==> src/rtl/sdf_pkg.sv <==
// ----------------------------------------------------------------------------
// Sender duplicate filter package
// Shared word types and default sizes for the sender duplicate filter.
// ----------------------------------------------------------------------------
`default_nettype none

package sdf_pkg;

   localparam int HISTORY_DEPTH_DEF = 8;
   localparam int ADDR_W            = 16;
   localparam int SEQ_W             = 8;
   localparam int TYPE_W            = 8;

   typedef struct packed {
      logic [ADDR_W-1:0] sender_addr;
      logic [SEQ_W-1:0]  seq_number;
      logic [TYPE_W-1:0] packet_type;
   } req_type;

   typedef struct packed {
      logic is_duplicate;
      logic accepted;
      logic new_sender;
      logic evicted_oldest;
   } rsp_type;

   typedef struct packed {
      logic [ADDR_W-1:0] addr;
      logic [SEQ_W-1:0]  seq;
   } entry_type;

endpackage

`default_nettype wire

==> src/rtl/sender_duplicate_filter_unit.sv <==
// ----------------------------------------------------------------------------
// Sender duplicate filter
// Flags repeated packets per sender and keeps a FIFO-replaced sender table.
// ----------------------------------------------------------------------------
// A packet word is taken at a clock edge where start is high and busy is low.
// The block then scans the sender table, one entry per cycle through the read
// port of the table memory, and stops at the first entry whose address
// matches. It updates or inserts the entry and presents one result word on
// rsp_word with rsp_strobe high for exactly one cycle. Busy is low in the
// strobe cycle, so the next word may be started there. The receiver cannot
// stall the result.
// The accepted type register is written through the csr channel, which is
// always ready; write it only while busy is low.
// Reset clears the fill count, the replacement pointer, the type register and
// all control state. Table entries beyond the fill count are never read, so
// the table memory needs no clearing pass.
// ----------------------------------------------------------------------------
`default_nettype none

module sender_duplicate_filter_unit
   import sdf_pkg::*;
#(
   parameter int HISTORY_DEPTH = HISTORY_DEPTH_DEF
) (
   input  wire logic              clock,
   input  wire logic              reset,
   input  wire logic              start,
   output logic                   busy,
   input  wire req_type           req_word,
   output logic                   rsp_strobe,
   output rsp_type                rsp_word,
   input  wire logic              csr_valid,
   output logic                   csr_ready,
   input  wire logic [TYPE_W-1:0] csr_data
);

   localparam int IDX_W = (HISTORY_DEPTH > 1) ? $clog2(HISTORY_DEPTH) : 1;
   localparam int CNT_W = $clog2(HISTORY_DEPTH + 1);

   localparam logic [1:0] S_IDLE  = 2'd0;
   localparam logic [1:0] S_SCAN  = 2'd1;
   localparam logic [1:0] S_WRITE = 2'd2;

   logic [1:0]        state_ff, state_in;
   req_type           req_ff, req_in;
   logic [CNT_W-1:0]  scan_ff, scan_in;
   logic              pend_ff, pend_in;
   logic [IDX_W-1:0]  cmp_idx_ff, cmp_idx_in;
   logic              hit_ff, hit_in;
   logic              dup_ff, dup_in;
   logic [IDX_W-1:0]  hit_idx_ff, hit_idx_in;
   logic [CNT_W-1:0]  used_ff, used_in;
   logic [IDX_W-1:0]  oldest_ff, oldest_in;
   logic [TYPE_W-1:0] acc_type_ff, acc_type_in;
   logic              rsp_strobe_ff, rsp_strobe_in;
   rsp_type           rsp_word_ff, rsp_word_in;

   logic              rd_en;
   logic [IDX_W-1:0]  rd_idx;
   entry_type         rd_data;
   logic              wr_en;
   logic [IDX_W-1:0]  wr_idx;
   entry_type         wr_data;
   logic              table_full;

   sdf_table #(
      .DEPTH (HISTORY_DEPTH),
      .IDX_W (IDX_W)
   ) u_table (
      .clock   (clock),
      .rd_en   (rd_en),
      .rd_idx  (rd_idx),
      .rd_data (rd_data),
      .wr_en   (wr_en),
      .wr_idx  (wr_idx),
      .wr_data (wr_data)
   );

   assign rd_idx     = scan_ff[IDX_W-1:0];
   assign table_full = (used_ff == CNT_W'(HISTORY_DEPTH));

   always_comb begin
      state_in      = state_ff;
      req_in        = req_ff;
      scan_in       = scan_ff;
      pend_in       = pend_ff;
      cmp_idx_in    = cmp_idx_ff;
      hit_in        = hit_ff;
      dup_in        = dup_ff;
      hit_idx_in    = hit_idx_ff;
      used_in       = used_ff;
      oldest_in     = oldest_ff;
      acc_type_in   = acc_type_ff;
      rsp_strobe_in = 1'b0;
      rsp_word_in   = rsp_word_ff;
      rd_en         = 1'b0;
      wr_en         = 1'b0;
      wr_idx        = hit_idx_ff;
      wr_data.addr  = req_ff.sender_addr;
      wr_data.seq   = req_ff.seq_number;

      if (csr_valid && csr_ready) begin
         acc_type_in = csr_data;
      end

      unique case (state_ff)
         S_IDLE: begin
            if (start) begin
               req_in   = req_word;
               scan_in  = '0;
               pend_in  = 1'b0;
               state_in = S_SCAN;
            end
         end
         S_SCAN: begin
            if (pend_ff && (rd_data.addr == req_ff.sender_addr)) begin
               hit_in     = 1'b1;
               dup_in     = (rd_data.seq == req_ff.seq_number);
               hit_idx_in = cmp_idx_ff;
               state_in   = S_WRITE;
            end else if (scan_ff < used_ff) begin
               rd_en      = 1'b1;
               pend_in    = 1'b1;
               cmp_idx_in = scan_ff[IDX_W-1:0];
               scan_in    = scan_ff + CNT_W'(1);
            end else if (pend_ff) begin
               pend_in = 1'b0;
            end else begin
               hit_in   = 1'b0;
               dup_in   = 1'b0;
               state_in = S_WRITE;
            end
         end
         S_WRITE: begin
            rsp_word_in.is_duplicate   = hit_ff && dup_ff;
            rsp_word_in.accepted       = !(hit_ff && dup_ff) &&
                                         (req_ff.packet_type == acc_type_ff);
            rsp_word_in.new_sender     = !hit_ff;
            rsp_word_in.evicted_oldest = !hit_ff && table_full;
            if (hit_ff) begin
               wr_en = !dup_ff;
            end else if (table_full) begin
               wr_en  = 1'b1;
               wr_idx = oldest_ff;
               if (oldest_ff == IDX_W'(HISTORY_DEPTH - 1)) begin
                  oldest_in = '0;
               end else begin
                  oldest_in = oldest_ff + IDX_W'(1);
               end
            end else begin
               wr_en   = 1'b1;
               wr_idx  = used_ff[IDX_W-1:0];
               used_in = used_ff + CNT_W'(1);
            end
            rsp_strobe_in = 1'b1;
            state_in      = S_IDLE;
         end
         default: begin
            state_in = S_IDLE;
         end
      endcase
   end

   always_ff @(posedge clock) begin
      if (reset) begin
         state_ff      <= S_IDLE;
         pend_ff       <= 1'b0;
         used_ff       <= '0;
         oldest_ff     <= '0;
         acc_type_ff   <= '0;
         rsp_strobe_ff <= 1'b0;
      end else begin
         state_ff      <= state_in;
         pend_ff       <= pend_in;
         used_ff       <= used_in;
         oldest_ff     <= oldest_in;
         acc_type_ff   <= acc_type_in;
         rsp_strobe_ff <= rsp_strobe_in;
      end
   end

   always_ff @(posedge clock) begin
      req_ff      <= req_in;
      scan_ff     <= scan_in;
      cmp_idx_ff  <= cmp_idx_in;
      hit_ff      <= hit_in;
      dup_ff      <= dup_in;
      hit_idx_ff  <= hit_idx_in;
      rsp_word_ff <= rsp_word_in;
   end

   assign busy       = (state_ff != S_IDLE);
   assign csr_ready  = 1'b1;
   assign rsp_strobe = rsp_strobe_ff;
   assign rsp_word   = rsp_word_ff;

endmodule

`default_nettype wire

==> src/rtl/sdf_table.sv <==
// ----------------------------------------------------------------------------
// Sender table memory
// Synchronous memory of sender entries with one read and one write port.
// ----------------------------------------------------------------------------
`default_nettype none

module sdf_table
   import sdf_pkg::*;
#(
   parameter int DEPTH = HISTORY_DEPTH_DEF,
   parameter int IDX_W = (DEPTH > 1) ? $clog2(DEPTH) : 1
) (
   input  wire logic             clock,
   input  wire logic             rd_en,
   input  wire logic [IDX_W-1:0] rd_idx,
   output entry_type             rd_data,
   input  wire logic             wr_en,
   input  wire logic [IDX_W-1:0] wr_idx,
   input  wire entry_type        wr_data
);

   entry_type mem_ff [DEPTH];
   entry_type rd_data_ff;

   always_ff @(posedge clock) begin
      if (wr_en) begin
         mem_ff[wr_idx] <= wr_data;
      end
      if (rd_en) begin
         rd_data_ff <= mem_ff[rd_idx];
      end
   end

   assign rd_data = rd_data_ff;

endmodule

`default_nettype wire

==> config.mk <==
export PLATFORM = sky130hd
export DESIGN_NAME = sender_duplicate_filter_unit
export DESIGN_NICKNAME = d
export VERILOG_FILES = /design/src/rtl/sdf_pkg.sv /design/src/rtl/sender_duplicate_filter_unit.sv /design/src/rtl/sdf_table.sv
export SDC_FILE = /design/constraint.sdc
export NUM_CORES = 1
export LEC_CHECK = 0
export BUFFER_PORTS_ARGS = -buffer_cell sky130_fd_sc_hd__buf_2
export CAP_MARGIN = 15
export CORE_MARGIN = 4
export CORE_UTILIZATION = 28
export DETAILED_ROUTE_END_ITERATION = 10
export SLEW_MARGIN = 10
export SYNTH_ARGS = -nofsm -noshare
export SYNTH_HDL_FRONTEND = slang
export SYNTH_HIERARCHICAL = 1
export SYNTH_SLANG_ARGS = --single-unit
==> constraint.sdc <==
create_clock -name clock -period 5.8 [get_ports clock]
set_input_delay 0.29 -clock clock [delete_from_list [all_inputs] [get_ports clock]]
set_output_delay 0.29 -clock clock [all_outputs]
set_load 0.01 [all_outputs]
==> impl_metrics.csv, run 1 <==
group,metric,value,unit
critical_path,criticalPathCategory,"flip-flop to flip-flop",
critical_path,arrival,3.05,ns
sta,max_freq,355,MHz
power,pwr-share-clk,0.394,
power,p_comb_frac,0.126,
power,power_frac_seq,0.480,
global_route,antenna_found_initial,0,
critical_path,end_kind,"flip-flop",
sta,rsz0062_at_grt,"no",
layout,final_common_cell,"edfxtp_1",
clocking,cts_tree,"done",
floorplan,core-area,38000,um^2
power,p_sw,1.15,mW
critical_path,path_buf_inv,1,
layout,fillers,3652,
clocking,clk_pin_slew,0.06,ns
placed_design,gp_congestion,0.704,
critical_path,reg2reg_slack,2.98,ns
sta,relSlewSlack,0.396,
clocking,cts_root_buf,"clkbuf_16",
logic_synthesis,ys_types,41,
placed_design,pre_cts_ws,2.98,ns
route,drtPass1Iterations,4,
clocking,clock_latency,0.56,ns
logic_synthesis,synth_nets,582,
layout,seqCellArea,8310,um^2
critical_path,crit_slowest_cell,"nor2_1",
layout,multiInputGateArea,2460,um^2
sta,finalWorstSetupSlack,2.98,ns
route,drc_errors,0,
clocking,ctsResizeCount,0,
floorplan,start_util,0.287,
critical_path,crit_path_start_kind,"flip-flop",
critical_path,r2r_end,"u_table/mem_ff[2][20]",
clocking,cts_hold_buf,40,
logic_synthesis,synth_async_sr_flop_share,0,
logic_synthesis,netlist_area,10900,um^2
floorplan,io_pins,51,
sta,slew_viol_final,0,
logic_synthesis,synth.ff_latch_count,283,
critical_path,critical_path.endpoint,"u_table/mem_ff[2][20]",
critical_path,slowest_delay,0.47,ns
route,vias_per_cell,4.33,
route,wl,20700,um
power,p_leak,4.38,nW
logic_synthesis,synth.avg_cell_area,20.6,um^2
route,wire_per_inst,17.6,um
clocking,clockBufferDepth,3,
critical_path,cp.required,6.03,ns
global_route,gr-usage-all-layers,0.0992,
placed_design,io_buffers,49,
clocking,numCtsBuffers,29,
route,drt_iter0_drc,329,
sta,setup_violations,0,
sta,fin_setup_tns,0,ns
logic_synthesis,synth-edff-count,264,
sta,period_share,0.486,
sta,clock_skew,0.0148,ns
global_route,grt_pass1_vias,5456,
critical_path,r2r_cells,7,
power,cellInternalPower,3.95,mW
critical_path,r2r-start,"state_ff[0]",
layout,n_antenna_cell,0,
critical_path,path_cells,"nand2b_1 -> nor2_1 -> nor2_1 -> a21oi_1 -> nand2b_1 -> nor2_2 -> buf_4",
clocking,cts_setup_buffers,0,
logic_synthesis,ys_warn_count,6,
floorplan,die_area,42100,um^2
clocking,cts.sinks,283,
logic_synthesis,ys.flop_type,"edfxtp_1",
critical_path,path_max_fanout,17,
logic_synthesis,netlist_instances,530,
critical_path,worst-path-stages,7,
floorplan,num_rows,71,
power,power.density,385,nW/um^2
global_route,gr-total-overflow,0,
hold_path,holdCritStartpoint,"reset",
critical_path,crit_start,"state_ff[0]",
logic_synthesis,yosysSeqAreaShare,0.762,
sta,finalHoldViolations,0,
route,ant_nets,0,
route,vias,5106,
placed_design,dp_hpwl,11200,um
layout,layout_common_cells,"edfxtp_1 (264), buf_2 (49), mux4_2 (48)",
layout,layout-drive-gt1-share,0.292,
layout,syn_to_final_growth,21.4,%
global_route,grt_pass1_wl,32400,um
sta,finalCriticalPeriod,2.82,ns
hold_path,hold_depth,2,
floorplan,fp.dieW,205,um
critical_path,cp_top_family,"simple AND/OR/NAND/NOR gates",
power,swShare,0.225,
clocking,htree_levels,1,
flow_run,drv_cap,0,
power,fin_total_pwr,5.09,mW
layout,final_nets,698,
hold_path,min_path_type,"input port to flip-flop",
power,vdd_ir_drop_max,0.000258,V
global_route,grt_max_degree,52,
sta,worst_pin_slew,0.905,ns
outcome,outcome,"finished clean",
floorplan,die_y,205,um
cell usage after synthesis, types with 2 or more instances:
cell type | number | area, um^2
buf_12 | 2 | 40.0
mux2_2 | 9 | 101
edfxtp_1 | 264 | 7930
inv_1 | 9 | 33.8
mux4_2 | 48 | 1080
clkbuf_1 | 6 | 22.5
nand2b_1 | 6 | 37.5
mux2_4 | 15 | 225
nor3_1 | 2 | 10.0
and2_1 | 3 | 18.8
or3_4 | 2 | 22.5
xor2_1 | 14 | 123
nand4_1 | 5 | 31.3
or3_1 | 2 | 12.5
nand2_1 | 9 | 33.8
ha_1 | 8 | 100
nor2_1 | 32 | 120
dfxtp_1 | 19 | 380
nor4_1 | 4 | 25.0
mux2i_1 | 12 | 120
nand3_1 | 5 | 25.0
buf_2 | 7 | 35.0
xnor2_1 | 23 | 201
a21oi_1 | 7 | 35.0
sequential cells by signal (all words and copies together) (netlist names), 2 cells and up:
name	flops
acc_type_ff	8
cmp_idx_ff	3
hit_idx_ff	3
oldest_ff	3
req_ff	32
rsp_word	4
scan_ff	4
state_ff	2
u_table/mem_ff	192
u_table/rd_data	24
used_ff	4
kinds of logic after synthesis:
kind of cell / Yosys count / synth area share
flops: 283 / 0.762
buf+inv: 27 / 0.0141
mux: 84 / 0.140
simple gates: 75 / 0.0347
compound gates: 15 / 0.00930
fa+ha+maj: 8 / 0.00919
other cells: 1 / 0.000344
xor+xnor: 37 / 0.0297
metrics by stage:
| step | cells | hold slack [ns] | cell area, um^2 | utilization |
|---|---|---|---|---|
| 2_1_floorplan | 530 | 0.389 | 10900 | - |
| 3_3_place_gp | 1086 | 0.405 | 11800 | 0.310 |
| 3_5_place_dp | 1086 | 0.408 | 11800 | 0.310 |
| 4_1_cts | 1179 | 0.129 | 13200 | 0.348 |
| 5_1_grt | 1179 | 0.156 | 13200 | 0.348 |
| 6_report | 1179 | 0.142 | 13200 | 0.348 |
power groups by stage:
stage	clock network, mW	logic [mW]	registers [mW]
finish	2.01	0.641	2.44
global route	2.16	0.704	2.46
CTS	2.07	0.661	2.45
detailed placement	0	0.638	2.49
global placement	0	0.632	2.49
floorplan	0	0.502	2.47
layer usage:
| layer | GRT usage | part of all wire |
|---|---|---|
| met5 | 0 | 0 |
| met3 | 0.0195 | 0.037 |
| met2 | 0.165 | 0.48 |
| met1 | 0.136 | 0.46 |
| met4 | 0.0220 | 0.020 |
layout make-up:
| cell class | count | share of cell area |
|---|---|---|
| Tap cell | 511 | 0.0483 |
| Clock buffer | 30 | 0.0551 |
| Sequential cell | 283 | 0.628 |
| Multi-Input combinational cell | 220 | 0.186 |
| Clock inverter | 23 | 0.0235 |
| Inverter | 10 | 0.00284 |
| Timing Repair Buffer | 102 | 0.0562 |
how the worst min path moves through the flow:
stage,slack [ns],endpoint
final,0.14,acc_type_ff[2]
after global routing,0.16,acc_type_ff[2]
after CTS,0.13,acc_type_ff[6]
after detailed placement,0.41,hit_idx_ff[1]
after global placement,0.40,hit_idx_ff[1]
after floorplan,0.39,req_ff[0]
worst reg2reg max path: cells and delay by family, from the launching register on:
family,cells,cell delay [ns]
AO/OA/AOI/OAI,1,0.36
buffers and inverters,1,0.39
flip-flops,1,0.33
AND/OR/NAND/NOR,5,1.42
(Power assumes the default switching activity.)
==> inputs of run 2 (changes only) <==
ABC_AREA = 1   (was not set)
clock period = 2.6 ns   (was 5.8 ns; I/O delays follow)
==> run 2 against run 1 <==
Effect of this change:
- global-route usage is 1.1 points higher
- sequential share of layout area fell by 6.0 points
- die area rose by 11%
- flip-flop and latch count is the same
- routed wire length increased by 27%
- final cell count is 60% higher
- area after synthesis up 11%
- critical path type unchanged
- largest cell class unchanged
==> impl_metrics.csv, run 2 <==
group,metric,value,unit
hold_path,min_path_type,"input port to flip-flop",
floorplan,start_util,0.283,
clocking,clk_pin_slew,0.06,ns
sta,setup_violations,0,
clocking,cts_root_buf,"clkbuf_16",
sta,relSlewSlack,0.327,
logic_synthesis,synth_nets,1215,
hold_path,holdCritStartpoint,"start",
global_route,grt_pass1_wl,41900,um
critical_path,r2r_cells,10,
placed_design,pre_cts_ws,0.318,ns
critical_path,path_max_fanout,24,
power,pwr-share-clk,0.321,
logic_synthesis,synth.avg_cell_area,10.4,um^2
placed_design,dp_hpwl,16100,um
power,p_comb_frac,0.214,
critical_path,cp.required,2.84,ns
flow_run,drv_cap,0,
clocking,htree_levels,1,
floorplan,io_pins,51,
logic_synthesis,synth_async_sr_flop_share,0,
critical_path,crit_path_start_kind,"flip-flop",
global_route,grt_pass1_vias,8035,
power,fin_total_pwr,12.2,mW
floorplan,fp.dieW,216,um
route,ant_nets,0,
critical_path,end_kind,"flip-flop",
logic_synthesis,synth-edff-count,264,
power,vdd_ir_drop_max,0.000527,V
floorplan,core-area,43000,um^2
outcome,outcome,"finished clean",
clocking,cts.sinks,283,
floorplan,die_y,216,um
clocking,clockBufferDepth,3,
power,p_leak,6.29,nW
layout,syn_to_final_growth,20.4,%
route,vias_per_cell,4.15,
placed_design,gp_congestion,0.785,
sta,rsz0062_at_grt,"no",
global_route,use_met3,0.0156,
logic_synthesis,synth_top_area_frac,0.653,
hold_path,hold_depth,5,
critical_path,reg2reg_slack,0.30,ns
power,p_sw,3.71,mW
clocking,ctsResizeCount,0,
global_route,gr-usage-all-layers,0.110,
sta,max_freq,435,MHz
floorplan,die_area,46800,um^2
critical_path,criticalPathCategory,"flip-flop to flip-flop",
logic_synthesis,synthTopCellsByArea,"edfxtp_1 (65%), nand2_1 (11%), inv_1 (7.4%)",
route,wl,26400,um
layout,layout_common_cells,"nand2_1 (366), edfxtp_1 (264), inv_1 (238)",
sta,slew_viol_final,0,
logic_synthesis,ys_types,34,
global_route,antenna_found_initial,0,
critical_path,crit_start,"used_ff[1]",
sta,worst_pin_slew,1.01,ns
hold_path,min_to,"pend_ff",
critical_path,r2r-start,"used_ff[1]",
floorplan,num_rows,76,
layout,top_register,"u_table/mem_ff",
power,swShare,0.305,
logic_synthesis,yosysSeqAreaShare,0.684,
clocking,clock_latency,0.55,ns
layout,final_common_cell,"nand2_1",
route,drc_errors,0,
sta,period_share,0.884,
logic_synthesis,yosys.area.top_type,"edfxtp_1",
global_route,gr-total-overflow,0,
clocking,cts_tree,"done",
power,power.density,833,nW/um^2
global_route,met2_usage,0.188,
route,drtPass1Iterations,5,
critical_path,r2r_end,"u_table/mem_ff[0][16]",
power,cellInternalPower,8.47,mW
sta,finalCriticalPeriod,2.30,ns
layout,layout-drive-gt1-share,0.114,
route,drt_iter0_drc,481,
layout,largest_register_ffs,192,
global_route,grt.busiest_layer,"met2",
logic_synthesis,ys_warn_count,6,
logic_synthesis,synth.ff_latch_count,283,
logic_synthesis,netlist_area,12100,um^2
logic_synthesis,netlist_instances,1163,
critical_path,arrival,2.53,ns
clocking,cts_hold_buf,49,
power,power_frac_seq,0.465,
sta,whs,0.0406,ns
logic_synthesis,yosysMostFrequentCell,"nand2_1",
global_route,use_met1,0.151,
layout,n_antenna_cell,0,
sta,finalHoldViolations,0,
layout,final_nets,1334,
sta,clock_skew,0.0170,ns
sta,finalWorstSetupSlack,0.302,ns
clocking,numCtsBuffers,30,
route,vias,7839,
global_route,grt_max_degree,71,
placed_design,io_buffers,49,
sta,fin_setup_tns,0,ns
logic_synthesis,synthTopCellsByCount,"nand2_1 (366), edfxtp_1 (264), inv_1 (238), nand3_1 (103), nor2_1 (47)",
logic_synthesis,ys.flop_type,"edfxtp_1",
route,wire_per_inst,13.9,um
clocking,cts_setup_buffers,0,
-- run 2: per-layer routing --
layer  wire length [um]  part of all wire
met1              12200              0.46
met2              12600              0.48
met3               1150             0.044
met4                480             0.018
met5                  0                 0
-- run 2: power by group through the flow --
stage | Clock, mW | Sequential, mW | Combinational [mW]
2_1_floorplan | 0 | 5.68 | 1.87
3_3_place_gp | 0 | 5.75 | 2.53
3_5_place_dp | 0 | 5.76 | 2.57
4_1_cts | 4.02 | 5.66 | 2.64
5_1_grt | 4.21 | 5.69 | 2.97
6_report | 3.91 | 5.66 | 2.61
-- run 2: worst max-delay path, cell delays in order, from the launching register on --
cell	delay, ns
dfxtp_1	0.33
inv_1	0.13
ha_1	0.18
nand3_1	0.19
nand2_2	0.19
nor2_4	0.06
a211o_2	0.31
inv_1	0.05
nand2_1	0.13
nor2_2	0.19
buf_12	0.22
-- run 2: worst max path at each step --
stage | to | slack, ns | depth (start not counted)
4_1_cts | u_table/mem_ff[4][12] | 0.31 | 10
2_1_floorplan | u_table/mem_ff[4][0] | -0.23 | 9
3_3_place_gp | u_table/mem_ff[4][21] | 0.37 | 10
5_1_grt | u_table/mem_ff[4][12] | 0.16 | 10
6_report | u_table/mem_ff[0][16] | 0.30 | 10
3_5_place_dp | u_table/mem_ff[0][20] | 0.32 | 10
-- run 2: layout make-up --
cell class                      count  area (um^2)
Clock inverter                     18          126
Timing Repair Buffer              125         1040
Tap cell                          585          732
Clock buffer                       37          777
Inverter                          244          916
Fill cell                        4300        28400
Sequential cell                   283         8310
Multi-Input combinational cell    598         2720
-- run 2: through the flow --
| step | area (um^2) | utilization | std cells |
|---|---|---|---|
| after floorplan | 12200 | - | 1163 |
| after detailed placement | 13200 | 0.308 | 1786 |
| after CTS | 14600 | 0.340 | 1890 |
| after global routing | 14600 | 0.340 | 1890 |
| after global placement | 13200 | 0.308 | 1786 |
| final | 14600 | 0.340 | 1890 |
-- run 2: logic make-up (layout without fill, tap and decap cells) --
family,Yosys count,count (layout),synth area share
AOI/OAI and AO/OA,30,30,0.0146
xor gates and xnor gates,21,21,0.0151
adders and majority gates,8,8,0.00824
buffers and inverters,282,424,0.0939
DFF,283,283,0.684
other,1,1,0.000309
and+or+nand+nor,538,538,0.184
